<file path="config.mk">
export PLATFORM = sky130hd
export DESIGN_NAME = psg_polar_stage
export DESIGN_NICKNAME = d
export VERILOG_FILES = /design/src/rtl/core/psg_pkg.sv /design/src/rtl/core/psg_polar_stage.sv
export SDC_FILE = /design/constraint.sdc
export NUM_CORES = 1
export LEC_CHECK = 0
export BUFFER_PORTS_ARGS = -buffer_cell sky130_fd_sc_hd__buf_2
export CORE_AREA = 2 2 205 207
export DETAILED_ROUTE_END_ITERATION = 8
export DIE_AREA = 0 0 207 209
export PLACE_DENSITY_LB_ADDON = 0.25
export REMOVE_ABC_BUFFERS = 1
export SLEW_MARGIN = 20
export SYNTH_ARGS = -nofsm -noshare
export SYNTH_HDL_FRONTEND = slang
export SYNTH_SLANG_ARGS = --single-unit
</file>
<file path="constraint.sdc">
create_clock -name clock -period 6.1 [get_ports clock]
set_input_delay 0.61 -clock clock [delete_from_list [all_inputs] [get_ports clock]]
set_output_delay 0.61 -clock clock [all_outputs]
set_load 0.02 [all_outputs]
</file>
<file path="src/rtl/core/psg_pkg.sv">
// ----------------------------------------------------------------------------
// psg_pkg
// Types, constants and the CORDIC angle table of the polar spiral pixel
// generator.
// ----------------------------------------------------------------------------
package psg_pkg;

   localparam int IMG_WIDTH_DEF     = 240;
   localparam int IMG_HEIGHT_DEF    = 240;
   localparam int CORDIC_STAGES_DEF = 16;
   localparam int EASE_ENTRIES_DEF  = 256;

   localparam int RAD_BITS = 16;
   localparam int DXY_W    = 12;
   localparam int S_W      = 22;
   localparam int XY_W     = 34;
   localparam int ACC_W    = 56;
   localparam int B_W      = 40;
   localparam int ADDR_W   = 5;
   localparam int DATA_W   = 32;

   typedef enum logic [1:0] {
      CMD_RENDER = 2'd0,
      CMD_TICK   = 2'd1,
      CMD_LOAD   = 2'd2,
      CMD_NOP    = 2'd3
   } cmd_type;

   typedef enum logic [2:0] {
      REG_STRIPE    = 3'd0,
      REG_TWIST     = 3'd1,
      REG_INCREMENT = 3'd2,
      REG_DUTY      = 3'd3,
      REG_PRIMARY   = 3'd4,
      REG_SECONDARY = 3'd5,
      REG_BACKGND   = 3'd6,
      REG_MODE      = 3'd7
   } reg_index_type;

   typedef struct packed {
      logic [1:0]  command;
      logic [7:0]  pixel_x;
      logic [7:0]  pixel_y;
      logic [7:0]  ease_index;
      logic [15:0] ease_value;
   } req_type;

   typedef struct packed {
      logic [15:0] pixel_color;
      logic        inside_circle;
   } rsp_type;

   typedef struct packed {
      logic [7:0]         stripe_count;
      logic signed [15:0] twist_factor;
      logic [15:0]        phase_increment;
      logic [15:0]        duty_threshold;
      logic [15:0]        primary_color;
      logic [15:0]        secondary_color;
      logic [15:0]        background_color;
      logic [1:0]         mode_bits;
   } cfg_type;

   typedef struct packed {
      logic                   valid;
      cmd_type                command;
      logic                   in_circle;
      logic                   center;
      logic [7:0]             ease_index;
      logic [15:0]            ease_value;
      logic signed [XY_W-1:0] x;
      logic signed [XY_W-1:0] y;
      logic [31:0]            z;
      logic [S_W-1:0]         s;
      logic [ACC_W-1:0]       a;
      logic [B_W-1:0]         b;
      logic [RAD_BITS-1:0]    r;
   } polar_type;

   function automatic logic [31:0] atan_turn(input int idx);
      logic [31:0] v;
      case (idx)
         0:  v = 32'h20000000;
         1:  v = 32'h12E4051E;
         2:  v = 32'h09FB385B;
         3:  v = 32'h051111D4;
         4:  v = 32'h028B0D43;
         5:  v = 32'h0145D7E1;
         6:  v = 32'h00A2F61E;
         7:  v = 32'h00517C55;
         8:  v = 32'h0028BE53;
         9:  v = 32'h00145F2F;
         10: v = 32'h000A2F98;
         11: v = 32'h000517CC;
         12: v = 32'h00028BE6;
         13: v = 32'h000145F3;
         14: v = 32'h0000A2FA;
         15: v = 32'h0000517D;
         16: v = 32'h000028BE;
         17: v = 32'h0000145F;
         18: v = 32'h00000A30;
         19: v = 32'h00000518;
         20: v = 32'h0000028C;
         21: v = 32'h00000146;
         22: v = 32'h000000A3;
         23: v = 32'h00000051;
         default: v = 32'h00000000;
      endcase
      return v;
   endfunction

endpackage

</file>
<file path="src/rtl/core/psg_polar_stage.sv">
// ----------------------------------------------------------------------------
// psg_polar_stage
// One pipeline stage of the CORDIC vectoring unit and of the bit-serial
// radius square root.
// ----------------------------------------------------------------------------
module psg_polar_stage #(
   parameter int IDX           = 0,
   parameter int CORDIC_STAGES = psg_pkg::CORDIC_STAGES_DEF,
   parameter int D2            = psg_pkg::IMG_WIDTH_DEF * psg_pkg::IMG_WIDTH_DEF
) (
   input  logic                clock,
   input  logic                reset,
   input  logic                advance,
   input  psg_pkg::polar_type  stage_prev,
   output psg_pkg::polar_type  stage_out
);

   localparam int K = (IDX < psg_pkg::RAD_BITS) ? psg_pkg::RAD_BITS - 1 - IDX : 0;
   localparam logic [psg_pkg::ACC_W-1:0] D2A = psg_pkg::ACC_W'(D2);
   localparam logic [psg_pkg::B_W-1:0]   D2B = psg_pkg::B_W'(D2);

   psg_pkg::polar_type stage_in;
   psg_pkg::polar_type stage_ff;
   logic               valid_ff;

   logic signed [psg_pkg::XY_W-1:0] xv;
   logic signed [psg_pkg::XY_W-1:0] yv;
   logic signed [psg_pkg::XY_W-1:0] xs;
   logic signed [psg_pkg::XY_W-1:0] ys;
   logic [psg_pkg::ACC_W-1:0]       trial;
   logic [psg_pkg::ACC_W-1:0]       target;

   assign xv     = stage_prev.x;
   assign yv     = stage_prev.y;
   assign xs     = xv >>> IDX;
   assign ys     = yv >>> IDX;
   assign trial  = stage_prev.a + (psg_pkg::ACC_W'(stage_prev.b) << (K + 1)) + (D2A << (2 * K));
   assign target = psg_pkg::ACC_W'({stage_prev.s, 32'd0});

   always_comb begin
      stage_in = stage_prev;
      if (IDX < CORDIC_STAGES) begin
         if (!yv[psg_pkg::XY_W-1]) begin
            stage_in.x = xv + ys;
            stage_in.y = yv - xs;
            stage_in.z = stage_prev.z + psg_pkg::atan_turn(IDX);
         end else begin
            stage_in.x = xv - ys;
            stage_in.y = yv + xs;
            stage_in.z = stage_prev.z - psg_pkg::atan_turn(IDX);
         end
      end
      if (IDX < psg_pkg::RAD_BITS) begin
         if (trial <= target) begin
            stage_in.a    = trial;
            stage_in.b    = stage_prev.b + (D2B << K);
            stage_in.r[K] = 1'b1;
         end
      end
   end

   always_ff @(posedge clock) begin
      if (reset) begin
         valid_ff <= 1'b0;
      end else if (advance) begin
         valid_ff <= stage_in.valid;
      end
      if (advance) begin
         stage_ff <= stage_in;
      end
   end

   always_comb begin
      stage_out       = stage_ff;
      stage_out.valid = valid_ff;
   end

endmodule

</file>
# After elaboration in Yosys (flattened, before gate mapping)
# Index checks and enable logic that the tools add are counted.
[word_totals]
out_inout_bits = 263
register_bits = 263
word_cells = 25
[op_classes]
n_lt_le_gt_ge = 1
addsub = 8
mux = 2
[ops]
columns = ["operator", "n"]
rows = [
  ["two-way mux 100 bit", 1],
  ["two-way mux 97 bit", 1],
  ["subtractor 34 bit", 2],
  ["adder 56 x 46 -> 56 bit, second input constant", 1],
  ["adder 56 bit", 1],
  ["less-or-equal comparator 56 x 54 -> 1 bit", 1],
  ["adder 40 x 31 -> 40 bit, second input constant", 1],
  ["adder 34 bit", 1],
  ["adder 32 x 30 -> 32 bit, second input constant", 1],
  ["subtractor 32 x 30 -> 32 bit, second input constant", 1],
]

# Longest topological paths before layout
[logic_depth]
ltp_word = 4
ltp_mapped = 25

# Least setup slack after synthesis
# Ideal clock, no wire load.
[synth_timing]
path_type = "in2reg"
startpoint = "input stage_prev[17] in the netlist's numbering"
endpoint = "register stage_ff, in the netlist stage_out[109] (data pin)"
arrival_time_ns = 5.353
slack_ns = 0.485
stages = 21
required_ns = 5.838
cell_sequence = "ha_1 > ha_1 > fa_1 > a211oi_2 > o21a_1 > o311ai_0 > o21ai_0 > o21ai_0 > o41ai_1 > o311ai_0 > ha_1 > nor4b_1 > nand4_1 > nor4_1 > o2111ai_1 > nor4_2 > nor2_1 > nor3_2 > buf_4 > buf_4 > mux2_1"
[synth_lines]
columns = ["item", "line_no", "text"]
rows = [
  ["from (decl)", "psg_polar_stage.sv:14", "input psg_pkg::polar_type stage_prev,"],
  ["to (signal assigned)", "psg_polar_stage.sv:69", "stage_ff <= stage_in;"],
  ["to (decl)", "psg_polar_stage.sv:23", "psg_pkg::polar_type stage_ff;"],
]

==> summary.txt <==
Power and ir drop
  – Maximum VDD drop: around 0.22 mV
  – Pwr Density: between 200 and 300 mW/mm²
  – Leakage: approximately 10 nW

Timing
  – Measured slew at the worst slew-check pin: between 0.8 and 0.9 ns
  – Final setup fails: 0
  – Tcrit/Tclk final: between 90 and 100%
  – RSZ-0062 raised after global routing: no
  – Max-slew violation count: 0
  – Hold Vio Cnt, Final: 0
  – Slew margin rel.: a little over two fifths
  – Max Clk Rate: roughly 180 MHz
  – Clock skew: 0 ns
  – Tmin final: ~5.7 ns

CTS
  – CTS root buf: clkbuf_16
  – Clk_lat worst skew: 0.57 ns
  – CTS hold repair buffers: 0
  – Post-CTS Resized: 0
  – Clk slew on worst S/H paths: 0.07 ns
  – H-tree Lvls: 1
  – TritonCTS clock tree: built
  – Num CTS Buffers: 30
  – CTS sink count: ~260
  – Post-CTS setup buffer count: 0
  – Clk buf depth: 3

Layout
  – Share of layout cells above drive strength 1: between 20% and 30%
  – Commonest non-fill, non-tap cells in the layout: buf_2, edfxtp_1, ha_1, inv_1, a21oi_1
  – Commonest non-fill, non-tap cell in the layout: buf_2
  – Area of the multi-input gates: between 0.009 and 0.01 mm²
  – Syn-to-layout area delta: 23.80%
  – Final nets: 2734
  – FILL cells: roughly 3700
  – Register area: ~0.0079 mm²
  – Layout Cells excl Fill: between 2000 and 3000
  – Fin area: 0.02238 mm²

Logic synthesis
  – Synth Cell Area: between 0.015 and 0.02 mm²
  – Dominant cell type by area after synthesis: edfxtp_1
  – Area share of the leading cell type in the synthesized netlist: 43.36%
  – Number of synthesized flops with an enable pin: ~260
  – Post-synth ARST share: 0%
  – YS warnings: 0
  – Syn Inst Count: around 1700
  – Top post-synthesis cells by area: edfxtp_1, ha_1, a21oi_1
  – Sequential area share after synthesis: around 43%
  – Main flop type after synthesis: edfxtp_1
  – Syn Area/Cell: between 10 and 15 µm²
  – Yosys cell types: 80
  – #FFs+latches synth: around 260

Floorplanning
  – Initial Util: about 44%
  – Die area: 0.04326 mm²
  – Row count: 75
  – Core footprint: slightly above 0.04 mm²
  – DIE WIDTH: 207 µm
  – Ports: ~530
  – Die Span Y: approximately 210 µm

Worst setup path
  – WP data required: between 6 and 7 ns
  – CP Launch Type: primary input
  – Kind of critical path: primary input to flop
  – Reg2reg path depth: 2
  – Critical path fanouts, max: 9
  – RR Endpoint: valid_ff
  – FF-to-FF setup slack: 5.48 ns
  – CP arrival: about 6 ns
  – R2R Path Start: valid_ff
  – Crit. End Element: flop

Routing
  – Remaining antenna violation count: 0
  – Iter 0 DRT Violations: between 1000 and 1500
  – Via count: roughly 16000
  – WL final: slightly below 60000 µm
  – Routed WL per cell: ~20 µm
  – Routed vias/inst: 5.537
  – First-pass DRT Iterations: 5
  – DRC Markers: 0

Global routing
  – Vias in the first global route: approximately 16000
  – GRT overflow: 0
  – Largest net degree at the start of global routing: between 100 and 150
  – Initial antenna violation count: 5
  – All-Layer GR Usage: around a quarter
  – First-pass GRT wire length: about 87000 µm

Outcome
  – Status: complete, no violations

Min path
  – Hold depth: 2
  – Hold_sp: reset
  – Hold Path Sink: valid_ff
  – Hold/Removal Path Class: primary input to flop

Placed design
  – Post-Place Cells: approximately 2800
  – GPL Wtd Cong: around 0.94
  – Dpl cell area: 0.02140 mm²
  – DP Wirelength: ~46000 µm
  – I/O Buffers: 528

Run
  – Maxcap violations: 0
## layout make-up
| cell class | instances | share of cell area [%] |
|---|---|---|
| multi-input combinational | 1242 | 41.60 |
| sequential | 262 | 35.12 |
| timing repair buffer | 563 | 13.14 |
| clock buffer | 33 | 3.500 |
| tap | 539 | 3.014 |
| inverter | 165 | 2.768 |
| clock inverter | 23 | 0.8164 |
| antenna | 4 | 0.04473 |
## state kept, by name, indices dropped and copies added, names as in the netlist
name / cells
stage_out: 261
valid_ff: 1
## per-layer routing
| metal | wire [µm] | vias up | global-route usage [%] |
|---|---|---|---|
| li1 | - | 7513 | - |
| met4 | 2021 | 0 | 8.867 |
| met1 | 23440 | 7462 | 31.51 |
| met5 | 0 | - | 0 |
| met3 | 3804 | 112 | 4.569 |
| met2 | 28610 | 587 | 44.62 |
## worst max path at each step
stage / from / end / slack, ns / cells after the start
floorplan: stage_prev[17] / stage_out[40] / -0.51 / 19
global placement: stage_prev[17] / stage_out[73] / -0.03 / 21
detailed placement: stage_prev[17] / stage_out[87] / -0.17 / 22
CTS: stage_prev[17] / stage_out[87] / 0.43 / 22
global route: stage_prev[24] / stage_out[84] / 0.05 / 23
finish: stage_prev[17] / stage_out[87] / 0.45 / 22
## cells by family after synthesis
kind of cell	after synthesis	share of synthesized area (%)
buffers and inverters	238	5.102
and+or+nand+nor	373	10.34
xor gates and xnor gates	111	5.379
muxes	49	2.949
DFF	262	43.47
AOI/OAI and AO/OA	505	18.43
adders and majority gates	204	14.33
## report_power, final
group          total (mW)  switching (mW)  internal [mW]
logic                2.16            1.36          0.796
clock network        1.77           0.759           1.01
registers            2.34          0.0646           2.28
total                6.27            2.19           4.08
## critical path: stages
cell and delay [ns]:
buf_2 0.11, ha_1 0.28, ha_1 0.26, fa_1 0.42
a211oi_2 0.27, o21a_1 0.27, o311ai_0 0.16, o21ai_0 0.28
o21ai_0 0.18, o41ai_1 0.26, buf_4 0.17, o311ai_0 0.15
ha_1 0.34, nor4b_1 0.28, nand4_1 0.20, nor4_1 0.21
o2111ai_1 0.17, nor4_2 0.30, nor2_1 0.15, or3_1 0.55
buf_4 0.23, o31ai_1 0.20
## Yosys cell counts, types with 8 or more instances
cell,count
nand2_1,69
mux2_2,24
o31ai_1,21
nor2_1,98
inv_1,162
nor3_1,39
o2111ai_1,8
a21boi_0,8
a21oi_1,147
xnor2_1,77
o21ai_0,86
nand3_1,25
mux2_1,10
o211ai_1,19
nand2b_1,17
and3_1,17
a211oi_1,23
or3_1,15
buf_1,13
edfxtp_1,261
mux2i_1,15
ha_1,199
a31oi_1,18
a21o_1,52
clkbuf_1,50
o21bai_1,34
nand4_1,28
o21a_1,11
nor2b_1,19
nor4_1,16
xor2_1,34
and2_1,9
## per-stage QoR
| step | hold WS (ns) | setup TNS, ns | utilization, % | setup slack (ns) | power, mW |
|---|---|---|---|---|---|
| 2_1_floorplan | 0.5788 | -14.24 | - | -0.5054 | 3.700 |
| 3_3_place_gp | 0.4687 | -0.1330 | 51.83 | -0.02971 | 4.496 |
| 3_5_place_dp | 0.5284 | -3.573 | 51.83 | -0.1697 | 4.514 |
| 4_1_cts | 0.1780 | 0 | 54.17 | 0.4325 | 6.317 |
| 5_1_grt | 0.1838 | 0 | 54.18 | 0.04545 | 6.573 |
| 6_report | 0.2061 | 0 | 54.19 | 0.4451 | 6.270 |
Note: power is estimated with default switching activity, not from simulation.
