### config.mk
export PLATFORM = sky130hd
export DESIGN_NAME = psg_csr
export DESIGN_NICKNAME = d
export VERILOG_FILES = /design/src/rtl/core/psg_pkg.sv /design/src/rtl/core/psg_csr.sv
export SDC_FILE = /design/constraint.sdc
export NUM_CORES = 1
export LEC_CHECK = 0
export BUFFER_PORTS_ARGS = -buffer_cell sky130_fd_sc_hd__clkbuf_2
export CELL_PAD_IN_SITES_DETAIL_PLACEMENT = 1
export CELL_PAD_IN_SITES_GLOBAL_PLACEMENT = 1
export CORE_UTILIZATION = 37
export CTS_CLUSTER_SIZE = 8
export DETAILED_ROUTE_END_ITERATION = 8
export HOLD_SLACK_MARGIN = 0.06
export PLACE_DENSITY = 0.9
export SLEW_MARGIN = 10
export SYNTH_ARGS = -nofsm -noshare
export SYNTH_HDL_FRONTEND = slang
export SYNTH_SLANG_ARGS = --single-unit
export TNS_END_PERCENT = 10
### constraint.sdc
create_clock -name clock -period 4.9 [get_ports clock]
set_input_delay 0.98 -clock clock [delete_from_list [all_inputs] [get_ports clock]]
set_output_delay 0.98 -clock clock [all_outputs]
set_load 0.05 [all_outputs]
### src/rtl/core/psg_pkg.sv
// ----------------------------------------------------------------------------
// psg_pkg
// Types, constants and the CORDIC angle table of the polar spiral pixel
// generator.
// ----------------------------------------------------------------------------
package psg_pkg;

   localparam int IMG_WIDTH_DEF     = 240;
   localparam int IMG_HEIGHT_DEF    = 240;
   localparam int CORDIC_STAGES_DEF = 16;
   localparam int EASE_ENTRIES_DEF  = 256;

   localparam int RAD_BITS = 16;
   localparam int DXY_W    = 12;
   localparam int S_W      = 22;
   localparam int XY_W     = 34;
   localparam int ACC_W    = 56;
   localparam int B_W      = 40;
   localparam int ADDR_W   = 5;
   localparam int DATA_W   = 32;

   typedef enum logic [1:0] {
      CMD_RENDER = 2'd0,
      CMD_TICK   = 2'd1,
      CMD_LOAD   = 2'd2,
      CMD_NOP    = 2'd3
   } cmd_type;

   typedef enum logic [2:0] {
      REG_STRIPE    = 3'd0,
      REG_TWIST     = 3'd1,
      REG_INCREMENT = 3'd2,
      REG_DUTY      = 3'd3,
      REG_PRIMARY   = 3'd4,
      REG_SECONDARY = 3'd5,
      REG_BACKGND   = 3'd6,
      REG_MODE      = 3'd7
   } reg_index_type;

   typedef struct packed {
      logic [1:0]  command;
      logic [7:0]  pixel_x;
      logic [7:0]  pixel_y;
      logic [7:0]  ease_index;
      logic [15:0] ease_value;
   } req_type;

   typedef struct packed {
      logic [15:0] pixel_color;
      logic        inside_circle;
   } rsp_type;

   typedef struct packed {
      logic [7:0]         stripe_count;
      logic signed [15:0] twist_factor;
      logic [15:0]        phase_increment;
      logic [15:0]        duty_threshold;
      logic [15:0]        primary_color;
      logic [15:0]        secondary_color;
      logic [15:0]        background_color;
      logic [1:0]         mode_bits;
   } cfg_type;

   typedef struct packed {
      logic                   valid;
      cmd_type                command;
      logic                   in_circle;
      logic                   center;
      logic [7:0]             ease_index;
      logic [15:0]            ease_value;
      logic signed [XY_W-1:0] x;
      logic signed [XY_W-1:0] y;
      logic [31:0]            z;
      logic [S_W-1:0]         s;
      logic [ACC_W-1:0]       a;
      logic [B_W-1:0]         b;
      logic [RAD_BITS-1:0]    r;
   } polar_type;

   function automatic logic [31:0] atan_turn(input int idx);
      logic [31:0] v;
      case (idx)
         0:  v = 32'h20000000;
         1:  v = 32'h12E4051E;
         2:  v = 32'h09FB385B;
         3:  v = 32'h051111D4;
         4:  v = 32'h028B0D43;
         5:  v = 32'h0145D7E1;
         6:  v = 32'h00A2F61E;
         7:  v = 32'h00517C55;
         8:  v = 32'h0028BE53;
         9:  v = 32'h00145F2F;
         10: v = 32'h000A2F98;
         11: v = 32'h000517CC;
         12: v = 32'h00028BE6;
         13: v = 32'h000145F3;
         14: v = 32'h0000A2FA;
         15: v = 32'h0000517D;
         16: v = 32'h000028BE;
         17: v = 32'h0000145F;
         18: v = 32'h00000A30;
         19: v = 32'h00000518;
         20: v = 32'h0000028C;
         21: v = 32'h00000146;
         22: v = 32'h000000A3;
         23: v = 32'h00000051;
         default: v = 32'h00000000;
      endcase
      return v;
   endfunction

endpackage

### src/rtl/core/psg_csr.sv
// ----------------------------------------------------------------------------
// psg_csr
// Configuration register file behind the APB-style port.
// ----------------------------------------------------------------------------
module psg_csr (
   input  logic                          clock,
   input  logic                          reset,
   input  logic                          psel,
   input  logic                          penable,
   input  logic                          pwrite,
   input  logic [psg_pkg::ADDR_W-1:0]    paddr,
   input  logic [psg_pkg::DATA_W-1:0]    pwdata,
   output logic [psg_pkg::DATA_W-1:0]    prdata,
   output logic                          pready,
   output psg_pkg::cfg_type              cfg
);

   psg_pkg::cfg_type      cfg_ff;
   psg_pkg::reg_index_type reg_index;
   logic                  write_en;

   assign reg_index = psg_pkg::reg_index_type'(paddr[4:2]);
   assign write_en  = psel && penable && pwrite;
   assign pready    = 1'b1;
   assign cfg       = cfg_ff;

   always_ff @(posedge clock) begin
      if (reset) begin
         cfg_ff.stripe_count     <= 8'd8;
         cfg_ff.twist_factor     <= 16'sd768;
         cfg_ff.phase_increment  <= 16'd512;
         cfg_ff.duty_threshold   <= 16'd32767;
         cfg_ff.primary_color    <= 16'hFFFF;
         cfg_ff.secondary_color  <= 16'h0000;
         cfg_ff.background_color <= 16'h0000;
         cfg_ff.mode_bits        <= 2'd0;
      end else if (write_en) begin
         unique case (reg_index)
            psg_pkg::REG_STRIPE:    cfg_ff.stripe_count     <= pwdata[7:0];
            psg_pkg::REG_TWIST:     cfg_ff.twist_factor     <= $signed(pwdata[15:0]);
            psg_pkg::REG_INCREMENT: cfg_ff.phase_increment  <= pwdata[15:0];
            psg_pkg::REG_DUTY:      cfg_ff.duty_threshold   <= pwdata[15:0];
            psg_pkg::REG_PRIMARY:   cfg_ff.primary_color    <= pwdata[15:0];
            psg_pkg::REG_SECONDARY: cfg_ff.secondary_color  <= pwdata[15:0];
            psg_pkg::REG_BACKGND:   cfg_ff.background_color <= pwdata[15:0];
            psg_pkg::REG_MODE:      cfg_ff.mode_bits        <= pwdata[1:0];
            default: ;
         endcase
      end
   end

   always_comb begin
      unique case (reg_index)
         psg_pkg::REG_STRIPE:    prdata = {24'd0, cfg_ff.stripe_count};
         psg_pkg::REG_TWIST:     prdata = {16'd0, cfg_ff.twist_factor};
         psg_pkg::REG_INCREMENT: prdata = {16'd0, cfg_ff.phase_increment};
         psg_pkg::REG_DUTY:      prdata = {16'd0, cfg_ff.duty_threshold};
         psg_pkg::REG_PRIMARY:   prdata = {16'd0, cfg_ff.primary_color};
         psg_pkg::REG_SECONDARY: prdata = {16'd0, cfg_ff.secondary_color};
         psg_pkg::REG_BACKGND:   prdata = {16'd0, cfg_ff.background_color};
         psg_pkg::REG_MODE:      prdata = {30'd0, cfg_ff.mode_bits};
         default:                prdata = '0;
      endcase
   end

endmodule

Word level (Yosys, flattened, before mapping):

Index checks and enable logic that the tools add are counted.

* register bits: 106
* bits in latches: 0
* memory bits (writable): 0
* ROM bits: 0
* input port bits: 42
* output and inout port bits: 139
* logic and storage cells: 27
* memories kept: 0

* $add $sub $neg: 0
* $mul: 0
* divide/modulo/power cells: 0
* order comparisons: 0
* equality and inequality tests: 7
* shift operators: 0
* muxes and demuxes: 1
* bitwise operators: 0
* reduce and logical (&&, ||, !) cells: 11

Operators by type and width (count)
* $pmux 32 s8: 1
* $reduce_and 2->1: 8
* $eq 3x3->1 const B: 4
* $eq 3x2->1 const B: 2
* $eq 3x1->1 const B: 1
* $logic_not 3->1: 1
* $logic_and 1x1->1: 2

Depth between registers and ports, before layout:

Gate-level depths: netlist of run 1.

* word-level depth: 3
* gate-level depth with buffers: 7
* gate-level depth less buffers: 4

Worst setup path before layout of run 1:

OpenSTA, ideal clock, no wires.

* path type: input to output
* from: input port paddr[3] (netlist bit)
* to: output port prdata[12] (netlist bit)
* arrival time: 2.784 ns
* data required time: 3.920 ns
* path slack: 1.136 ns
* cell stages on the path: 5
* path buffers: 2
* path through: buf_4 -> buf_6 -> nor2b_1 -> a22oi_1 -> o21ai_0

* longest elaborated chain between the ends: 2
* elaborated cells on any way between the ends: 9
* those cells by class: eq/ne: 7; mux: 1; reduce/logical: 1

Ends and longest elaborated chain
* from (decl): line psg_csr.sv:11 `input logic [psg_pkg::ADDR_W-1:0] paddr,`
* $eq 3x3->1 (tied with other cells): line psg_csr.sv:53 `unique case (reg_index)`
* $pmux 32 s8 *: line psg_csr.sv:53
* to (decl): line psg_csr.sv:13 `output logic [psg_pkg::DATA_W-1:0] prdata,`

Mark *: on every way between the ends. The rest lies on a longest branch, timed or not. The select of a mux whose other input is x is not followed.

Final worst setup path of run 1:

* from: input port paddr[4] (netlist bit)
* to: output port prdata[2] (netlist bit)

The elaborated chain is that of the path after synthesis.

==> results of run 1 <==
## cell families (layout without fill, tap and decap cells)
kind of cell / after synthesis / in the layout / share of synthesized area
flip-flops: 106 / 106 / 0.442
AND/OR/NAND/NOR: 240 / 240 / 0.222
buffers and inverters: 69 / 172 / 0.0824
AO/OA/AOI/OAI: 162 / 162 / 0.192
multiplexers: 27 / 27 / 0.0595
other: 2 / 17 / 0.00157
## layout make-up
| class | instances | share of cell area |
|---|---|---|
| multi-input combinational | 446 | 0.407 |
| sequential | 106 | 0.370 |
| timing repair buffer | 153 | 0.137 |
| clock buffer | 13 | 0.0436 |
| tap | 172 | 0.0375 |
| clock inverter | 3 | 0.00262 |
| inverter | 3 | 0.00196 |
## final timing paths
path,from,end
setup / recovery,paddr[4],prdata[2]
setup reg to reg,cfg[49],cfg[49]
hold / removal,cfg[77],cfg[77]
hold reg to reg,cfg[77],cfg[77]
## through the flow
stage | cell area [um^2] | power, mW | setup WS, ns | std cells | hold WS (ns)
final | 5740 | 1.80 | 0.927 | 896 | 0.472
after global routing | 5740 | 1.86 | 0.849 | 896 | 0.499
after CTS | 5740 | 1.80 | 0.997 | 896 | 0.474
after detailed placement | 5470 | 1.14 | 1.01 | 880 | 0.465
after global placement | 5470 | 1.13 | 1.02 | 880 | 0.458
after floorplan | 4850 | 1.08 | 1.14 | 621 | 0.677
## worst register-to-register path, delay by kind of cell (launching register included)
family | cells | cell delay (ns)
AO/OA/AOI/OAI | 1 | 0.08
AND/OR/NAND/NOR | 1 | 0.27
flip-flops | 1 | 0.34
## per-layer routing
| metal | global-route usage | wire length (um) |
|---|---|---|
| met1 | 0.331 | 7430 |
| met2 | 0.447 | 8630 |
| met3 | 0.0413 | 1100 |
| met4 | 0.130 | 384 |
| met5 | 0 | 0 |
## where the power goes
part           internal, mW  switching, mW  total, mW
sequential            0.867        0.00602      0.873
clock                 0.357          0.319      0.676
combinational        0.0540          0.196      0.250
## synthesized netlist by cell type (2+ instances only)
cell / n / share of area
nand2_1: 144 / 0.11
a21oi_1: 120 / 0.13
dfxtp_1: 106 / 0.44
nor3_1: 35 / 0.037
nor2_1: 32 / 0.025
buf_4: 23 / 0.036
buf_2: 22 / 0.023
clkbuf_1: 17 / 0.013
mux2i_1: 15 / 0.031
mux2_2: 12 / 0.028
a221oi_1: 7 / 0.013
o21ai_0: 7 / 0.0073
a32oi_1: 6 / 0.011
nor2b_1: 6 / 0.0078
nand2b_1: 5 / 0.0065
a31oi_1: 4 / 0.0052
nor2_2: 4 / 0.0052
a22o_1: 3 / 0.0055
a22oi_1: 3 / 0.0047
buf_6: 3 / 0.0070
inv_1: 3 / 0.0023
o21a_1: 3 / 0.0047
o2bb2ai_1: 3 / 0.0055
or3_1: 3 / 0.0039
conb_1: 2 / 0.0016
nand3_1: 2 / 0.0021
nor3b_1: 2 / 0.0031
o211ai_1: 2 / 0.0031
or2_1: 2 / 0.0026
==> flow_metrics.tcl, run 1 <==
set metrics [dict create \
    initial_core_util 0.380 \
    wl_per_cell_um 19.6 \
    antenna_found_initial 0 \
    fillCellCount 1624 \
    fmax_ghz 0.252 \
    hold_class "reg2reg" \
    crit_buf_inv 2 \
    postCtsResizedCells 0 \
    clock_path_buffers 2 \
    maxSlewHeadroom 0.372 \
    vdd_drop_max_uv 193 \
    post_drt_via_cell_ratio 5.54 \
    critical_path_class "in2out" \
    drtIter0Drc 260 \
    fin_nets 761 \
    htree_num_levels 3 \
    diodes 0 \
    syn_inst 606 \
    setup_viol 0 \
    reg2reg_depth 2 \
    final.min_clock_period_ns 3.97 \
    dieWidth_um 116 \
    cp.arrival_ns 2.99 \
    regArea_um2 2120 \
    ys_types 39 \
    critPathMaxFanout 26 \
    largest_reg_flops 106 \
    finalCritPeriodShare 0.811 \
    cts_hold_buf 0 \
    synth_top_flop_cell "dfxtp_1" \
    power_density_nw_per_um2 314 \
    cts_root_buf "clkbuf_16" \
    rsz0062_at_grt "false" \
    rows 41 \
    multiInputGateArea_um2 2340 \
    crit_path_frequent_cell "clkbuf_2" \
    syn_avg_cell_area_um2 7.91 \
    clock_sinks 106 \
    track_usage 0.265 \
    grt_pass1_vias 5097 \
    status "finished clean" \
    max_stage_delay_ns 0.56 \
    portBuffers 145 \
    post-route-util 0.455 \
    drc 0 \
    crit_path_cell_trace "clkbuf_2 -> nand2b_1 -> o2bb2ai_1 -> o21ai_0 -> o21a_1 -> clkbuf_2" \
    area_growth_pct 19.7 \
    ant_nets 0 \
    coreArea_um2 12600 \
    fin_setup_tns_ns 0 \
    cp.depth 6 \
    post_cts.repair.setup_buffers 0 \
    grt_start_max_net_pins 93 \
    wirelength_um 17500 \
    ios 181 \
    vias 4962 \
    hold_depth 2 \
    dp_hpwl_um 12300 \
    fin_skew_ns 0 \
    clock_latency_ns 0.35 \
    place.gp.congestion 0.877 \
    slowest_stage "nand2b_1" \
    start_kind "input port" \
    ff2ff_setup_slack_ns 4.09 \
    clkTransAtPathRegs_ns 0.07 \
    synthArstFlopShare 0 \
    mostFrequentLayoutCells "nand2_1 (144), clkbuf_2 (144), a21oi_1 (120), dfxtp_1 (106), nor3_1 (35)" \
    ys_ff_latch 106 \
    crit_path_end_kind "output pin" \
    grt_pass1_wl_um 26900 \
    cap_viol_max_count 0 \
    critPathRequiredTime_ns 3.92 \
    worstMarginPinSlew_ns 0.938 \
    dieArea_um2 13400 \
    yosys_warnings 0 \
    synth-edff-count 0 \
    cts_tree "done" \
    finalHoldViolations 0 \
    dr.pass1.iters 5 \
    gr-total-overflow 0 \
    path_delay_family "buffers and inverters" \
    cts_buffers 9 \
    seq_area_frac_synth 0.442 \
    die_y_um 116 \
    layout-drive-gt1-share 0.260 \
    netlist_area_um2 4800 \
    p_leak_nw 2.27 \
    slew_viol_final 0 \
]
Power figures use the tool's default switching activity.
==> inputs of run 2 (changes only) <==
--- a/config.mk
+++ b/config.mk
@@ -8,11 +8,11 @@
 export BUFFER_PORTS_ARGS = -buffer_cell sky130_fd_sc_hd__clkbuf_2
 export CELL_PAD_IN_SITES_DETAIL_PLACEMENT = 1
 export CELL_PAD_IN_SITES_GLOBAL_PLACEMENT = 1
-export CORE_UTILIZATION = 37
+export CORE_UTILIZATION = 31
 export CTS_CLUSTER_SIZE = 8
 export DETAILED_ROUTE_END_ITERATION = 8
 export HOLD_SLACK_MARGIN = 0.06
-export PLACE_DENSITY = 0.9
+export PLACE_DENSITY = 0.81
 export SLEW_MARGIN = 10
 export SYNTH_ARGS = -nofsm -noshare
 export SYNTH_HDL_FRONTEND = slang
==> constraint.sdc (replaced) <==
create_clock -name clock -period 3.2 [get_ports clock]
set_input_delay 0.64 -clock clock [delete_from_list [all_inputs] [get_ports clock]]
set_output_delay 0.64 -clock clock [all_outputs]
set_load 0.05 [all_outputs]
==> flow_metrics.tcl, run 2 (same netlist as run 1, synthesis figures left out) <==
set metrics [dict create \
    status "finished clean" \
    portBuffers 145 \
    dpl.cell_count 914 \
    diodes 0 \
    fin_setup_tns_ns 0 \
    finalCritPeriodShare 0.894 \
    critPathMaxFanout 14 \
    initial_core_util 0.317 \
    mostFrequentLayoutCells "nand2_1 (144), clkbuf_2 (135), a21oi_1 (120), dfxtp_1 (106), nor3_1 (35)" \
    final.min_clock_period_ns 2.86 \
    fmax_ghz 0.350 \
    ios 181 \
    whs_ns 0.474 \
    die_y_um 126 \
    wirelength_um 17500 \
    htree_num_levels 3 \
    cp-endpoint "prdata[4]" \
    rr_endpoint "cfg[64]" \
    wl_per_cell_um 18.9 \
    hold_class "reg2reg" \
    postCtsResizedCells 0 \
    fin_skew_ns 0 \
    largest_reg_flops 106 \
    cts_hold_buf 0 \
    track_usage 0.222 \
    grt_pass1_wl_um 27300 \
    maxSlewHeadroom 0.363 \
    finalHoldViolations 0 \
    coreArea_um2 15100 \
    power_density_nw_per_um2 463 \
    rows 45 \
    vias 4813 \
    place.gp.congestion 0.773 \
    cts_tree "done" \
    stdcell_count 930 \
    crit_path_end_kind "output pin" \
    ant_nets 0 \
    rsz0062_at_grt "false" \
    placed_cell_area_um2 5800 \
    cap_viol_max_count 0 \
    grt_pass1_vias 4766 \
    grt_start_max_net_pins 53 \
    worstMarginPinSlew_ns 0.954 \
    drc 0 \
    drtIter0Drc 352 \
    gr-total-overflow 0 \
    critical_path_class "in2out" \
    area_growth_pct 26.7 \
    dp_hpwl_um 12500 \
    antenna_found_initial 0 \
    clock_path_buffers 2 \
    cp.arrival_ns 2.22 \
    cp-startpoint "paddr[4]" \
    r2r_start "cfg[64]" \
    fin_nets 779 \
    clkTransAtPathRegs_ns 0.06 \
    setup_viol 0 \
    dieWidth_um 126 \
    slew_viol_final 0 \
    post_drt_via_cell_ratio 5.18 \
    layout-drive-gt1-share 0.279 \
    final_common_cell "nand2_1" \
    reg2reg_depth 2 \
    p_leak_nw 2.41 \
    dieArea_um2 16000 \
    ff2ff_setup_slack_ns 2.42 \
    dr.pass1.iters 5 \
    critPathRequiredTime_ns 2.56 \
    clock_latency_ns 0.34 \
    vdd_drop_max_uv 232 \
    clock_sinks 106 \
    cts_root_buf "clkbuf_16" \
    start_kind "input port" \
    post_cts.repair.setup_buffers 0 \
    cts_buffers 9 \
    design_area_um2 6080 \
]
run 2: cell count changes in the layout (fill, tap and decap cells not counted), sizes merged:
cell and change:
clkinv -2, clkbuf -10, clkinvlp +3, buf +27
run 2: worst min-delay path by stage:
stage	start	slack, ns	end	cells after the start
final	cfg[100]	0.47	cfg[100]	2
after global routing	cfg[99]	0.50	cfg[99]	2
after CTS	cfg[100]	0.47	cfg[100]	2
after detailed placement	cfg[100]	0.46	cfg[100]	2
after global placement	cfg[24]	0.46	cfg[24]	2
after floorplan	cfg[66]	0.68	cfg[66]	2
run 2: layer usage:
layer,GRT usage,wire length [um],vias up
met2,0.372,8550,132
met1,0.282,7740,2357
li1,-,-,2305
met5,0,0,-
met4,0.0780,289,0
met3,0.0439,958,19
run 2: final cells by class:
cell class / count / area (um^2)
tap: 188 / 235
clock buffer: 12 / 246
timing repair buffer: 171 / 1100
multi-input combinational: 446 / 2340
fill: 1865 / 9070
inverter: 3 / 11.3
clock inverter: 4 / 27.5
sequential: 106 / 2120
run 2: critical path: stages:
cell,delay [ns]
clkbuf_2,0.31
nand2b_1,0.43
o2bb2ai_1,0.13
o21ai_0,0.27
o21a_1,0.17
clkbuf_2,0.27
run 2: per-stage QoR:
step	utilization	setup WS, ns	total power [mW]
after floorplan	-	0.116	1.66
after global placement	0.383	0.314	1.80
after detailed placement	0.383	0.323	1.80
after CTS	0.401	0.326	2.83
after global routing	0.401	0.255	2.90
final	0.401	0.339	2.81
run 2: where the power goes:
part,leakage [nW],internal [mW],switching (mW)
Sequential,0.856,1.33,0.00894
Clock,0.125,0.549,0.491
Combinational,1.43,0.129,0.305
Total,2.41,2.01,0.806
