$ cat src/rtl/core/psg_pkg.sv
// ----------------------------------------------------------------------------
// psg_pkg
// Types, constants and the CORDIC angle table of the polar spiral pixel
// generator.
// ----------------------------------------------------------------------------
package psg_pkg;

   localparam int IMG_WIDTH_DEF     = 240;
   localparam int IMG_HEIGHT_DEF    = 240;
   localparam int CORDIC_STAGES_DEF = 16;
   localparam int EASE_ENTRIES_DEF  = 256;

   localparam int RAD_BITS = 16;
   localparam int DXY_W    = 12;
   localparam int S_W      = 22;
   localparam int XY_W     = 34;
   localparam int ACC_W    = 56;
   localparam int B_W      = 40;
   localparam int ADDR_W   = 5;
   localparam int DATA_W   = 32;

   typedef enum logic [1:0] {
      CMD_RENDER = 2'd0,
      CMD_TICK   = 2'd1,
      CMD_LOAD   = 2'd2,
      CMD_NOP    = 2'd3
   } cmd_type;

   typedef enum logic [2:0] {
      REG_STRIPE    = 3'd0,
      REG_TWIST     = 3'd1,
      REG_INCREMENT = 3'd2,
      REG_DUTY      = 3'd3,
      REG_PRIMARY   = 3'd4,
      REG_SECONDARY = 3'd5,
      REG_BACKGND   = 3'd6,
      REG_MODE      = 3'd7
   } reg_index_type;

   typedef struct packed {
      logic [1:0]  command;
      logic [7:0]  pixel_x;
      logic [7:0]  pixel_y;
      logic [7:0]  ease_index;
      logic [15:0] ease_value;
   } req_type;

   typedef struct packed {
      logic [15:0] pixel_color;
      logic        inside_circle;
   } rsp_type;

   typedef struct packed {
      logic [7:0]         stripe_count;
      logic signed [15:0] twist_factor;
      logic [15:0]        phase_increment;
      logic [15:0]        duty_threshold;
      logic [15:0]        primary_color;
      logic [15:0]        secondary_color;
      logic [15:0]        background_color;
      logic [1:0]         mode_bits;
   } cfg_type;

   typedef struct packed {
      logic                   valid;
      cmd_type                command;
      logic                   in_circle;
      logic                   center;
      logic [7:0]             ease_index;
      logic [15:0]            ease_value;
      logic signed [XY_W-1:0] x;
      logic signed [XY_W-1:0] y;
      logic [31:0]            z;
      logic [S_W-1:0]         s;
      logic [ACC_W-1:0]       a;
      logic [B_W-1:0]         b;
      logic [RAD_BITS-1:0]    r;
   } polar_type;

   function automatic logic [31:0] atan_turn(input int idx);
      logic [31:0] v;
      case (idx)
         0:  v = 32'h20000000;
         1:  v = 32'h12E4051E;
         2:  v = 32'h09FB385B;
         3:  v = 32'h051111D4;
         4:  v = 32'h028B0D43;
         5:  v = 32'h0145D7E1;
         6:  v = 32'h00A2F61E;
         7:  v = 32'h00517C55;
         8:  v = 32'h0028BE53;
         9:  v = 32'h00145F2F;
         10: v = 32'h000A2F98;
         11: v = 32'h000517CC;
         12: v = 32'h00028BE6;
         13: v = 32'h000145F3;
         14: v = 32'h0000A2FA;
         15: v = 32'h0000517D;
         16: v = 32'h000028BE;
         17: v = 32'h0000145F;
         18: v = 32'h00000A30;
         19: v = 32'h00000518;
         20: v = 32'h0000028C;
         21: v = 32'h00000146;
         22: v = 32'h000000A3;
         23: v = 32'h00000051;
         default: v = 32'h00000000;
      endcase
      return v;
   endfunction

endpackage

$ cat src/rtl/core/psg_color.sv
// ----------------------------------------------------------------------------
// psg_color
// Back end of the pipeline: easing table, stripe phase, frame offset and
// colour selection into the result register.
// ----------------------------------------------------------------------------
module psg_color #(
   parameter int EASE_ENTRIES = psg_pkg::EASE_ENTRIES_DEF
) (
   input  logic                clock,
   input  logic                reset,
   input  logic                advance,
   input  psg_pkg::polar_type  pol,
   input  psg_pkg::cfg_type    cfg,
   output logic                rsp_valid,
   output psg_pkg::rsp_type    rsp_data
);

   localparam int EW = (EASE_ENTRIES > 1) ? $clog2(EASE_ENTRIES) : 1;
   localparam int PW = psg_pkg::RAD_BITS + 11;
   localparam logic [7:0] WHEEL_THIRD = 8'd85;
   localparam logic [7:0] WHEEL_TWO   = 8'd170;

   function automatic logic [15:0] wheel_color(input logic [7:0] pos);
      logic [7:0] p;
      logic [7:0] q;
      logic [8:0] q3;
      logic [7:0] r;
      logic [7:0] g;
      logic [7:0] b;
      p = 8'hFF - pos;
      if (p < WHEEL_THIRD) begin
         q = p;
      end else if (p < WHEEL_TWO) begin
         q = p - WHEEL_THIRD;
      end else begin
         q = p - WHEEL_TWO;
      end
      q3 = {q, 1'b0} + {1'b0, q};
      if (p < WHEEL_THIRD) begin
         r = 8'hFF - q3[7:0];
         g = 8'd0;
         b = q3[7:0];
      end else if (p < WHEEL_TWO) begin
         r = 8'd0;
         g = q3[7:0];
         b = 8'hFF - q3[7:0];
      end else begin
         r = q3[7:0];
         g = 8'hFF - q3[7:0];
         b = 8'd0;
      end
      return {r[7:3], g[7:2], b[7:3]};
   endfunction

   // Stage A: final angle and table index.
   logic                         a_valid_ff;
   psg_pkg::cmd_type             a_cmd_ff;
   logic                         a_inside_ff;
   logic [31:0]                  a_angle_ff;
   logic [psg_pkg::RAD_BITS-1:0] a_rad_ff;
   logic [EW-1:0]                a_idx_ff;
   logic                         a_load_ok_ff;
   logic [EW-1:0]                a_waddr_ff;
   logic [15:0]                  a_wdata_ff;
   logic [PW-1:0]                idx_prod;
   logic [10:0]                  eidx_ext;

   // Stage B: table access.
   logic                         b_valid_ff;
   psg_pkg::cmd_type             b_cmd_ff;
   logic                         b_inside_ff;
   logic [31:0]                  b_angle_ff;
   logic [psg_pkg::RAD_BITS-1:0] b_rad_ff;
   logic [15:0]                  b_rd_ff;
   logic [15:0]                  ease_mem [EASE_ENTRIES];

   // Stage C: products.
   logic                         c_valid_ff;
   psg_pkg::cmd_type             c_cmd_ff;
   logic                         c_inside_ff;
   logic [31:0]                  c_ang_ff;
   logic [23:0]                  c_twist_ff;
   logic [15:0]                  eased;
   logic signed [32:0]           eased_s;
   logic signed [32:0]           twist_s;
   logic signed [32:0]           twist_prod;
   logic [39:0]                  ang_prod;

   // Stage D: phase.
   logic                         d_valid_ff;
   psg_pkg::cmd_type             d_cmd_ff;
   logic                         d_inside_ff;
   logic [15:0]                  d_phase_ff;
   logic [15:0]                  offset_ff;
   logic [31:0]                  comb_sum;

   // Stage E: result register.
   logic                         rsp_valid_ff;
   psg_pkg::rsp_type             rsp_data_ff;
   psg_pkg::rsp_type             rsp_data_in;

   assign idx_prod = PW'(pol.r) * PW'(EASE_ENTRIES);
   assign eidx_ext = 11'(pol.ease_index);

   always_ff @(posedge clock) begin
      if (reset) begin
         a_valid_ff <= 1'b0;
      end else if (advance) begin
         a_valid_ff <= pol.valid;
      end
      if (advance) begin
         a_cmd_ff     <= pol.command;
         a_inside_ff  <= pol.in_circle;
         a_angle_ff   <= pol.center ? 32'h80000000 : pol.z + 32'h80000000;
         a_rad_ff     <= pol.r;
         a_idx_ff     <= idx_prod[psg_pkg::RAD_BITS+EW-1:psg_pkg::RAD_BITS];
         a_load_ok_ff <= eidx_ext < 11'(EASE_ENTRIES);
         a_waddr_ff   <= eidx_ext[EW-1:0];
         a_wdata_ff   <= pol.ease_value;
      end
   end

   always_ff @(posedge clock) begin
      if (reset) begin
         b_valid_ff <= 1'b0;
      end else if (advance) begin
         b_valid_ff <= a_valid_ff;
      end
      if (advance) begin
         b_cmd_ff    <= a_cmd_ff;
         b_inside_ff <= a_inside_ff;
         b_angle_ff  <= a_angle_ff;
         b_rad_ff    <= a_rad_ff;
         b_rd_ff     <= ease_mem[a_idx_ff];
         if (a_valid_ff && a_cmd_ff == psg_pkg::CMD_LOAD && a_load_ok_ff) begin
            ease_mem[a_waddr_ff] <= a_wdata_ff;
         end
      end
   end

   assign eased      = cfg.mode_bits[1] ? b_rd_ff : b_rad_ff;
   assign eased_s    = $signed({17'd0, eased});
   assign twist_s    = 33'(cfg.twist_factor);
   assign twist_prod = eased_s * twist_s;
   assign ang_prod   = 40'(b_angle_ff) * 40'(cfg.stripe_count);

   always_ff @(posedge clock) begin
      if (reset) begin
         c_valid_ff <= 1'b0;
      end else if (advance) begin
         c_valid_ff <= b_valid_ff;
      end
      if (advance) begin
         c_cmd_ff    <= b_cmd_ff;
         c_inside_ff <= b_inside_ff;
         c_ang_ff    <= ang_prod[31:0];
         c_twist_ff  <= twist_prod[23:0];
      end
   end

   assign comb_sum = c_ang_ff + {c_twist_ff, 8'd0};

   always_ff @(posedge clock) begin
      if (reset) begin
         d_valid_ff <= 1'b0;
         offset_ff  <= 16'd0;
      end else if (advance) begin
         d_valid_ff <= c_valid_ff;
         if (c_valid_ff && c_cmd_ff == psg_pkg::CMD_TICK) begin
            offset_ff <= offset_ff + cfg.phase_increment;
         end
      end
      if (advance) begin
         d_cmd_ff    <= c_cmd_ff;
         d_inside_ff <= c_inside_ff;
         d_phase_ff  <= comb_sum[31:16] + offset_ff;
      end
   end

   always_comb begin
      rsp_data_in.inside_circle = d_inside_ff;
      if (!d_inside_ff) begin
         rsp_data_in.pixel_color = cfg.background_color;
      end else if (d_phase_ff < cfg.duty_threshold) begin
         rsp_data_in.pixel_color = cfg.mode_bits[0] ? wheel_color(d_phase_ff[15:8])
                                                    : cfg.primary_color;
      end else begin
         rsp_data_in.pixel_color = cfg.secondary_color;
      end
   end

   always_ff @(posedge clock) begin
      if (reset) begin
         rsp_valid_ff <= 1'b0;
      end else if (advance) begin
         rsp_valid_ff <= d_valid_ff && d_cmd_ff == psg_pkg::CMD_RENDER;
      end
      if (advance) begin
         rsp_data_ff <= rsp_data_in;
      end
   end

   assign rsp_valid = rsp_valid_ff;
   assign rsp_data  = rsp_data_ff;

endmodule

$ cat config.mk
export PLATFORM = sky130hd
export DESIGN_NAME = psg_color
export DESIGN_NICKNAME = d
export VERILOG_FILES = /design/src/rtl/core/psg_pkg.sv /design/src/rtl/core/psg_color.sv
export SDC_FILE = /design/constraint.sdc
export NUM_CORES = 2
export LEC_CHECK = 0
export BUFFER_PORTS_ARGS = -buffer_cell sky130_fd_sc_hd__buf_2
export CAP_MARGIN = 15
export CORE_ASPECT_RATIO = 1.5
export CORE_MARGIN = 10
export CORE_UTILIZATION = 57
export DETAILED_ROUTE_END_ITERATION = 16
export PLACE_DENSITY_LB_ADDON = 0.05
export SLEW_MARGIN = 20
export SYNTH_ARGS = -nofsm -noshare
export SYNTH_HDL_FRONTEND = slang
export SYNTH_SLANG_ARGS = --single-unit
$ cat constraint.sdc
create_clock -name clock -period 6.65 [get_ports clock]
set_input_delay 0.665 -clock clock [delete_from_list [all_inputs] [get_ports clock]]
set_output_delay 0.665 -clock clock [all_outputs]
set_load 0.1 [all_outputs]
======== After elaboration in Yosys (flattened, before gate mapping) ========
Memory sizes are Yosys's and may differ from the RTL's. A register that Yosys moved wholly into a read port is not among the register bits.
Index checks and enable logic that the tools add are counted.
operators by class
  add/subtract/negate cells ............... 9
  multipliers ............................. 2
  div/mod/pow operators ................... 0
  order comparisons ....................... 4
  eq/ne operators ......................... 2
  shifts and indexed selects .............. 0
  muxes and demuxes ....................... 17
  bitwise operators ....................... 0
  reductions and logical operators ........ 6
operators by type and width
  operator                  count
  $mux W8                   10
  $mux W16                  4
  $add A16 B16 Y16          2
  $add A32 B32 Y32          1
  $add A32 B32 Y32 const B  1
  $mul A32 B8 Y32           1
  $mul A17 B16 Y24          1
  $lt A16 B16 Y1            1
  $sub A8 B8 Y8 const A     2
  $lt A8 B9 Y1 const B      1
  $add A8 B8 Y8             1
  $lt A8 B7 Y1 const B      1
  $lt A8 B8 Y1 const B      1
  $sub A8 B7 Y8 const B     1
  $sub A8 B8 Y8 const B     1
  $logic_and A1 B1 Y1       4
  $mux W1                   3
  $eq A2 B1 Y1 const B      1
  $eq A2 B2 Y1 const B      1
  $logic_not A2 Y1          1
  $reduce_and A2 Y1         1
storage, ports and cells
  register bits after elaboration ......... 251
  bits in latches ......................... 0
  bits in writable memories ............... 4,096
  ROM bits ................................ 0
  output and inout port bits .............. 18
  memories kept ........................... 1
memory list
  name      words  bits a word  rd ports  clocked after Yosys merged registers in  wr ports  line             RTL
  ease_mem  256    16           1         1                                        1         psg_color.sv:75  logic [15:0] ease_mem [EASE_ENTRIES];

======== Depth between registers and ports, before layout ========
  depth in word-level cells ............... 13
  depth in mapped cells ................... 25
  depth with buffers taken out ............ 22

======== Worst setup path before layout ========
Ideal clock, no wire load.
  kind .................................... in2reg
  start ................................... in cfg[1] (netlist name)
  end ..................................... reg c_twist_ff[23] (data pin)
  arrival ................................. 6.949 ns
  setup slack ............................. -0.559 ns
  stages on the path ...................... 23
  buffers on the path ..................... 3
  path through ............................ clkbuf_1 -> clkbuf_1 -> mux2_2 -> clkbuf_1 -> nand2_1 -> fa_1 -> fa_1 -> fa_1 -> fa_1 -> inv_1 -> fa_1 -> inv_1 -> fa_1 -> inv_1 -> ha_1 -> a21o_1 -> a21o_1 -> a41o_1 -> a41oi_1 -> a21oi_1 -> a41o_1 -> o41a_1 -> xnor2_1
between the ends
  cells in the longest elaborated chain, start to end .. 2
ends and longest elaborated chain
  what                    line              RTL
  start: declaration      psg_color.sv:13   input psg_pkg::cfg_type cfg,
  $mux W16                psg_color.sv:141  assign eased = cfg.mode_bits[1] ? b_rd_ff : b_rad_ff;
  $mul A17 B16 Y24        psg_color.sv:144  assign twist_prod = eased_s * twist_s;
  via twist_prod[23]      psg_color.sv:86   logic signed [32:0] twist_prod;
  end signal: assignment  psg_color.sv:157  c_twist_ff <= twist_prod[23:0];
  end: declaration        psg_color.sv:82   logic [23:0] c_twist_ff;
The timed path passes the listed nets, and every way through them passes these cells.
A chain may end at the register's enable or synchronous reset.

======== Final worst setup path ========
  start ................................... reg b_rd_ff[6] (read register of ease_mem)
  end ..................................... reg c_twist_ff[23] (data pin)
between the ends
  cells in the longest elaborated chain, start to end .. 2
ends and longest elaborated chain
  what                line              RTL
  start: declaration  psg_color.sv:74   logic [15:0] b_rd_ff;
  $mux W16            psg_color.sv:141
  $mul A17 B16 Y24    psg_color.sv:144
  via twist_prod[23]  psg_color.sv:86
The timed path passes the listed nets, and every way through them passes these cells.

==> results_dict.tcl <==
set metrics [dict create \
    outcome "completed" \
    cp.arrival_ps 7030 \
    vias 86310 \
    fin_crit_sh 0.9604 \
    nFillCells 21120 \
    cts_resized 0 \
    rr_endpoint "c_twist_ff[23]" \
    yosysSeqAreaShare 0.7194 \
    required_ps 7290 \
    path_cells "mux2_2 > buf_4 > and2_1 > fa_1 > inv_1 > fa_1 > fa_1 > inv_1 > fa_1 > fa_1 > inv_1 > fa_1 > inv_1 > ha_1 > a21o_1 > a41o_1 > a41oi_2 > a21oi_1 > a41o_1 > o41a_1 > xnor2_1" \
    grtUsageMet2 0.4353 \
    cp_slowest_cell "fa_1" \
    syn_nets 9419 \
    row_count 253 \
    io_pins 390 \
    path_clk_slew_ps 60 \
    syn_to_final_growth_pct 12.56 \
    avgSynthCellArea_um2 21.26 \
    cp-end-kind "flip-flop" \
    grt_pass1_vias 91090 \
    synth_seq_cells 4346 \
    maxCapViolCount 0 \
    grt_use_total 0.2555 \
    synthFlopType "edfxtp_1" \
    dp.cells 13020 \
    path_max_fanout 10 \
    drt-total-wl_um 431600 \
    slowest_delay_ps 520 \
    route.detailed.drc 0 \
    worst_slack_ps 263.4 \
    final_core_util 0.6440 \
    syn_area_um2 181100 \
    endpoint "c_twist_ff[23]" \
    hold_path.class "in -> reg" \
    synth_edf_count 4325 \
    crit_top_cell "fa_1" \
    vias_per_cell 6.241 \
    initial_core_util 0.5721 \
    drtPass1Iterations 5 \
    timing.critical_path.buf_inv 5 \
    antenna_left 0 \
    cts_buffers 401 \
    cts_tree "yes" \
    ff2ff_setup_slack_ps 260 \
    reg2reg_from "b_rd_ff[6]" \
    grt_use_met1 0.3395 \
    die_area_um2 341200 \
    start_kind "flip-flop" \
    finalSetupViolations 0 \
    seqCellArea_um2 130300 \
    finalClockSkew_ps 39.00 \
    cpLargestDelayFamily "adder cells" \
    relSlewSlack 0.06476 \
    synthArstFlopShare 0 \
    yosysWarnings 0 \
    grt_setup_unrepaired "false" \
    core-area_um2 316600 \
    drive_gt1_frac 0.2754 \
    routedWlPerCell_um 31.21 \
    detailed_place_hpwl_um 272100 \
    tightest_slew_ps 1403 \
    hold_viol_final 0 \
    htree_levels 5 \
    reg2reg_depth 21 \
    final_cell_count_no_fill 13830 \
    grt_max_degree 203 \
    cts_max_path_buffers 4 \
    multi_input_area_um2 47820 \
    p_leak_nw 66.75 \
    fmax_mhz 156.6 \
    netlist_instances 8517 \
    cts_root_buf "clkbuf_16" \
    routabilityCongestion 0.8502 \
    overflow 0 \
    die_w_um 480.2 \
    first_iter_violations 8043 \
    portBuffers 203 \
    grt_pass1_wl_um 638100 \
    power-per-cell-area_nw_per_um2 362.6 \
    drv_slew 0 \
    irDropWorstVdd_mv 0.9977 \
    top_usage_layer "met2" \
    cp.depth 21 \
    clock_sinks 4346 \
    use_met3 0.03630 \
    antenna_found_initial 14 \
    place_ws_ps -353.9 \
    clk_latency_ps 930 \
    period_minus_slack_ps 6387 \
    cp-startpoint "b_rd_ff[6]" \
    nets 10200 \
    yosysUniqueCellTypes 66 \
    worstSetupPathType "reg -> reg" \
    die_y_um 710.4 \
]
[power breakdown]
group          leakage [nW]  switching, mW  internal, mW
clock                  6.09           9.90          12.6
combinational          21.4           11.1          8.56
sequential             39.2          0.360          31.4
[worst min-delay path, cell delays in order]
cell and delay, ps:
buf_2 70, nor2_1 30, a21oi_1 110
[layer usage]
layer,vias up,wire (µm),share of wire
li1,36020,-,-
met1,46560,163400,0.38
met2,3050,223600,0.52
met3,677,26510,0.061
met4,6,18060,0.042
met5,-,37,0.000086
[through the flow]
stage,area (µm²),total power [mW],hold WS (ps),TNS (ps)
5_1_grt,203800,77.65,74.45,0
6_report,203900,73.92,84.77,0
4_1_cts,203700,74.58,0.6782,0
2_1_floorplan,181100,45.60,400.3,0
3_5_place_dp,190400,52.13,404.5,-838.3
3_3_place_gp,190300,51.78,400.4,-763.4
[Yosys cell counts, drive strengths merged (14+ instances only)]
cell type,instances,area (µm²)
a211oi,14,105.1
a21o,24,180.2
a21oi,88,440.4
and2,191,1195
buf,142,624.3
clkbuf,270,1013
dfxtp,21,420.4
edfxtp,4325,129900
fa,327,6546
ha,203,2540
inv,376,1411
mux2,16,180.2
mux2i,15,150.1
mux4,1360,30630
nand2,345,1295
nand2b,22,137.6
nand3,35,175.2
nor2,342,1284
nor2b,63,394.1
nor3,28,140.1
o21a,21,157.7
o21ai,43,215.2
or3,14,87.58
xnor2,82,718.2
xor2,29,254.0
[how the worst min path moves through the flow]
stage | start | endpoint | slack [ps] | cells past startpoint
floorplan | a_angle_ff[0] | b_angle_ff[0] | 400 | 0
global placement | a_inside_ff | b_inside_ff | 400 | 0
detailed placement | c_inside_ff | d_inside_ff | 400 | 0
CTS | pol[141] | a_angle_ff[7] | 0.7 | 2
global route | pol[161] | a_angle_ff[27] | 70 | 2
finish | cfg[3] | rsp_data[2] | 80 | 3
[what timing repair did]
| action | in CTS | in global routing |
|---|---|---|
| hold buffers | 78 | 0 |
| setup buffers | 0 | 0 |
| hold endpoints to repair | 78 | 0 |
[registers in the layout (all words and copies together) (netlist names), 16 cells and up]
name	cells
ease_mem	4096
a_angle_ff	32
b_angle_ff	32
c_ang_ff	24
c_twist_ff	24
rsp_data	17
a_rad_ff	16
a_wdata_ff	16
b_rad_ff	16
b_rd_ff	16
d_phase_ff	16
offset_ff	16
[layout make-up]
class	count	share of cell area
sequential	4346	0.6391
multi-input combinational	3381	0.2345
clock buffer	493	0.05144
timing repair buffer	785	0.03174
tap	4207	0.02582
clock inverter	226	0.01022
inverter	378	0.006960
antenna	14	0.0001718
[placed cells by master, fill, tap and decap left out, types with 90 or more instances in the layout]
cell / n
edfxtp_1: 4325
mux4_2: 1360
buf_4: 432
clkbuf_16: 406
inv_1: 376
nand2_1: 345
nor2_1: 342
fa_1: 327
ha_1: 202
buf_2: 202
and2_1: 191
clkinv_1: 90
[cell families after synthesis]
group / share of synthesized area
XOR/XNOR: 0.005368
flip-flops: 0.7194
buffers and inverters: 0.01688
AO/OA/AOI/OAI: 0.009693
multiplexers: 0.1709
adder cells (fa/ha/maj): 0.05017
AND/OR/NAND/NOR: 0.02754
(Power assumes the default switching activity.)
